`src/hdl/bfbl_pkg.sv`:
```
`timescale 1ns / 1ps
package bfbl_pkg;
  localparam int MAX_VERTICES_DEF = 4096;
  localparam int MAX_EDGES_DEF = 16384;
  localparam int TILE_BITS = 64;
  localparam int LEVEL_W = 13;
  localparam logic [LEVEL_W-1:0] LEVEL_MASK = '1;

  localparam logic [1:0] CMD_LOAD_OFFSET = 2'd0;
  localparam logic [1:0] CMD_LOAD_EDGE = 2'd1;
  localparam logic [1:0] CMD_RUN = 2'd2;
  localparam logic [1:0] CMD_READ = 2'd3;

  localparam logic CFG_TILE_COUNT = 1'b0;
  localparam logic CFG_SOURCE = 1'b1;

  localparam logic KIND_RUN = 1'b0;
  localparam logic KIND_READ = 1'b1;

  typedef struct packed {
    logic [1:0] command;
    logic [13:0] item_index;
    logic [14:0] item_value;
  } in_word_t;

  typedef struct packed {
    logic result_kind;
    logic [12:0] level;
    logic range_error;
  } out_word_t;
endpackage

```
`src/hdl/bfbl_queue.sv`:
```
`timescale 1ns / 1ps
module bfbl_queue
  import bfbl_pkg::*;
(
  input  logic     clk,
  input  logic     rst,
  input  logic     in_valid,
  output logic     in_ready,
  input  in_word_t in_word,
  output logic     out_valid,
  input  logic     out_ready,
  output in_word_t out_word
);
  in_word_t slots [2];
  logic [1:0] count;
  logic rd_ptr;
  logic wr_ptr;
  logic push;
  logic pop;

  assign in_ready = (count != 2'd2);
  assign out_valid = (count != 2'd0);
  assign out_word = slots[rd_ptr];
  assign push = in_valid && in_ready;
  assign pop = out_valid && out_ready;

  always_ff @(posedge clk) begin
    if (push) begin
      slots[wr_ptr] <= in_word;
    end
    if (rst) begin
      count <= 2'd0;
      rd_ptr <= 1'b0;
      wr_ptr <= 1'b0;
    end else begin
      if (push) wr_ptr <= ~wr_ptr;
      if (pop) rd_ptr <= ~rd_ptr;
      count <= count + {1'b0, push} - {1'b0, pop};
    end
  end
endmodule

```
`config.mk`:
```
export PLATFORM = sky130hd
export DESIGN_NAME = bfbl_queue
export DESIGN_NICKNAME = d
export VERILOG_FILES = /design/src/hdl/bfbl_pkg.sv /design/src/hdl/bfbl_queue.sv
export SDC_FILE = /design/constraint.sdc
export NUM_CORES = 1
export LEC_CHECK = 0
export ABC_CLOCK_PERIOD_IN_PS = 3200
export BUFFER_PORTS_ARGS = -buffer_cell sky130_fd_sc_hd__buf_2
export CAP_MARGIN = 15
export CORE_MARGIN = 5
export CORE_UTILIZATION = 43
export CTS_CLUSTER_DIAMETER = 200
export DETAILED_ROUTE_END_ITERATION = 6
export PLACE_DENSITY = 0.75
export SLEW_MARGIN = 10
export SYNTH_ARGS = -nofsm -noshare
export SYNTH_HDL_FRONTEND = slang
export SYNTH_SLANG_ARGS = --single-unit
```
`constraint.sdc`:
```
create_clock -name clk -period 3.2 [get_ports clk]
set_input_delay 0.16 -clock clk [delete_from_list [all_inputs] [get_ports clk]]
set_output_delay 0.16 -clock clk [all_outputs]
set_load 0.01 [all_outputs]
```
## Word-level counts from Yosys, hierarchy flattened

Memories as Yosys holds them, arrays and structs flattened. A register that Yosys moved wholly into a read port is not among the register bits.
Index checks and enable logic that the tools add are counted.

- Bits of input ports: 35
- Register bits after elaboration: 4
- Output and inout port bits: 33
- Bits in writable memories: 62
- Word-level logic and storage cells: 16
- Memories kept: 1

Memory list:

| memory | words | bits a word | rd ports | clocked after memory_dff | wr ports | line | text |
|---|---|---|---|---|---|---|---|
| slots | 2 | 31 | 1 | 1 | 1 | bfbl_queue.sv:14 | `in_word_t slots [2];` |

- Reductions and logical operators: 3
- Bitwise operators: 2
- Add/subtract/negate cells: 2
- Eq/ne operators: 1
- Mux-type cells: 4

Operator list:

| operator | count |
|---|---|
| $mux 1 | 4 |
| $add 2x1->2 | 1 |
| $logic_and 1x1->1 | 2 |
| $ne 2x2->1 const B | 1 |
| $not 1->1 | 2 |
| $reduce_bool 2->1 | 1 |
| $sub 2x1->2 | 1 |

## Logic depth before layout (Yosys ltp)

- Depth after elaboration: 4
- Gate-level depth with buffers: 8
- Gate-level depth less buffers: 8

## Worst setup path after synthesis

OpenSTA, ideal clock, no wires.

- Path type: flip-flop to flip-flop
- Start: reg count[0]
- End: mem slots[0][0] (netlist name), enable pin
- Buffers on the path: 0
- Stages on the path, launching flop included: 4
- Clock period less this slack: 2.326 ns
- Arrival time: 1.907 ns
- Setup slack: 0.874 ns
- Setup time: 0.419 ns
- Required time: 2.781 ns
- Path through: dfxtp_1 nand2b_2 nand2_2 nor2_1

- Longest elaborated chain between the ends: 4

Ends and longest elaborated chain:

| what | line | text |
|---|---|---|
| from (decl) | bfbl_queue.sv:15 | `logic [1:0] count;` |
| from (signal assigned) | bfbl_queue.sv:38 | `count <= count + {1'b0, push} - {1'b0, pop};` |
| $ne 2x2->1 | bfbl_queue.sv:21 | `assign in_ready = (count != 2'd2);` |
| via in_ready | bfbl_queue.sv:8 | `output logic in_ready,` |
| $logic_and 1x1->1 | bfbl_queue.sv:24 | `assign push = in_valid && in_ready;` |
| $mux 1 | bfbl_queue.sv:28 | `if (push) begin` |
| $mux 1 (implied by the code) | bfbl_queue.sv:29 | `slots[wr_ptr] <= in_word;` |
| to (decl) | bfbl_queue.sv:14 |  |

The timed path passes the listed nets, and every way through them passes these cells.

==> metrics <==
diode count=0; Synth Area in Adders=0.009643; Post-Route Setup TNS=0 ns; Pint=~1.9 mW; Peak VDD IR=0.3531 mV; Setup CP Type=flop to primary output; Layout Cells excl Fill=281; CTS H-tree depth=3; Clock Latency Late Sink=between 0.3 and 0.4 ns; WL final=4.021 mm; critical path arrival=1.84 ns; area grow syn2layout=25.80%; Mapped Cells=120; gr ovfl total=0; worst min path class=primary input to flop; Final Wtd Congestion=0.6715; Sw Ratio=0.2523; Lkg Pwr=1.305 nW; Synth cell types=16; Setup-failing EPs final=0; outcome=finished clean; routed via count=1,274; Routed Antenna Nets=0; leading cell type in the layout, fill and taps excluded=buf_2; Pwr Density=774.4 mW/mm²; #FFs+latches synth=67; mux cell area share after synthesis=0.1837; Synth Area in Simple Gates=0.02266; DR vias/cell=4.534; Post-CTS Setup Bufs=0; Core Rows=28; max cap viols=0; Worst-path clk slew=0.07 ns; sequential area share after synthesis=0.7560; vias in the first global route=between 1,000 and 1,500; # DRC=0; worst slew pin tran=1.011 ns; WL/cell=14.31 µm; DRT Pass-1 Iters=4; Tcrit/Tclk final=0.6263; busiest grt layer=met2; slew margin rel.=0.3259; CTS Root Cell=clkbuf_8; NetSw=637.7 µW; Comb pwr share=0.239; Final Hold Vio Count=0; post-synthesis xor/xnor area fraction=0.01013; pin count of the biggest net entering global routing=32; first-pass GRT wire length=between 6 and 7 mm; met3 usage=0.03104; share of cells above drive strength 1=0.5680; clk buf depth=2; fin. max-slew vios=0; First DRT Iteration DRCs=54; Crit. End Element=primary output; crit path max fanout=31; hold path depth=1; TritonCTS buffer count=9; placed insts=260; largest family of logic cells by synthesized area=multiplexers; syn avg cell area=21.62 µm²; Initial Util=0.4409; Clk pwr share=0.282; complex-gate fraction of the synthesized area=0.003375; Syn Nets=approximately 160; met2 Usage GRT=0.1911; fmax=499.0 MHz; RSZ-0062 raised after global routing=false; M1 GR Usage=0.1155; PortBufs=67; Post-CTS Hold Buffers=0; Core ar.=0.005886 mm²; All-Layer GR Usage=0.1103; Die H=about 88 µm; clk sinks=67; IO Count=68; WP data required=3.04 ns; Min Clock Period, post-route=2.004 ns; most frequent cells in the layout=buf_2 (67), edfxtp_1 (62), mux2_4 (31); Total Nets Final=roughly 240; R2R cell count=3; Final Skew=0.004783 ns; cts repair resizes=0; Flop pwr share=0.479; CP Launch Type=flop; Die Footprint=0.007689 mm²; mapped cell area=roughly 0.0026 mm²; die extent in x=87.69 µm; CTS tree=built; number of antenna violations at the first check in global routing=0; Yosys warning total=0
cell type report:
class,count,area [µm²]
timing repair buffer,73,392.9
tap,75,93.84
clock inverter,6,80.08
multi-input combinational,49,603.1
sequential,67,1963
inverter,1,3.754
fill,498,2621
clock buffer,10,127.6
layer usage:
| layer | wire length [µm] | share of wire |
|---|---|---|
| met3 | 258 | 0.064 |
| met4 | 26 | 0.0065 |
| met1 | 1582 | 0.39 |
| met5 | 0 | 0 |
| met2 | 2153 | 0.54 |
power by group through the flow:
| stage | Combinational [mW] | Clock, mW | Sequential, mW |
|---|---|---|---|
| 2_1_floorplan | 0.483 | 0 | 1.16 |
| 3_3_place_gp | 0.606 | 0 | 1.23 |
| 3_5_place_dp | 0.612 | 0 | 1.23 |
| 4_1_cts | 0.614 | 0.737 | 1.22 |
| 5_1_grt | 0.649 | 0.780 | 1.23 |
| 6_report | 0.603 | 0.714 | 1.21 |
per-stage QoR:
| step | setup slack [ns] | power (mW) | hold WS (ns) | util | cell area, µm² |
|---|---|---|---|---|---|
| detailed placement | 1.485 | 1.846 | 0.3520 | 0.5108 | 3007 |
| floorplan | 0.8743 | 1.642 | 0.2316 | - | 2595 |
| global route | 1.046 | 2.662 | 0.0007744 | 0.5546 | 3264 |
| finish | 1.196 | 2.528 | 0.03110 | 0.5546 | 3264 |
| CTS | 1.126 | 2.566 | 0.007197 | 0.5461 | 3214 |
| global placement | 1.485 | 1.834 | 0.3484 | 0.5108 | 3007 |
cell families (layout without fill, tap and decap cells):
| kind of cell | after synthesis | after routing |
|---|---|---|
| buffers and inverters | 4 | 90 |
| multiplexers | 32 | 32 |
| AND/OR/NAND/NOR | 11 | 11 |
| AO/OA/AOI/OAI | 1 | 1 |
| flip-flops | 67 | 67 |
| adder cells (fa/ha/maj) | 2 | 2 |
| XOR/XNOR | 3 | 3 |
Yosys cell counts:
library cell  instances  share of area
xnor2_1               2         0.0068
buf_6                 3          0.013
and3_1                1         0.0024
nand2_2               1         0.0024
o21a_2                1         0.0034
edfxtp_1             62           0.72
mux2_1                1         0.0043
mux2_4               31           0.18
dfxtp_1               5          0.039
ha_1                  2         0.0096
xor2_1                1         0.0034
nor2_1                5         0.0072
nor2b_1               2         0.0048
or2_1                 1         0.0024
nand2b_2              1         0.0034
inv_1                 1         0.0014
worst max-delay path, cell delays in order (launching register included):
cell and delay [ns]:
dfxtp_2 1.00, mux2_1 0.38, buf_2 0.14
path summary, 6_finish.rpt:
check,endpoint,from,slack (ns)
min,slots[1][22]$_DFFE_PP_,in_word[22],0.03
min reg2reg,rd_ptr$_SDFFE_PP0P_,rd_ptr$_SDFFE_PP0P_,0.53
max reg2reg,slots[0][20]$_DFFE_PP_,count[0]$_SDFF_PP0_,1.53
max,out_word[30],flop,1.20
state kept, by name, indices dropped and copies added, names as in the netlist, named ones only:
register and cells:
rd_ptr 1, slots 62, wr_ptr 1, count 2
Note: power is estimated with default switching activity, not from simulation.
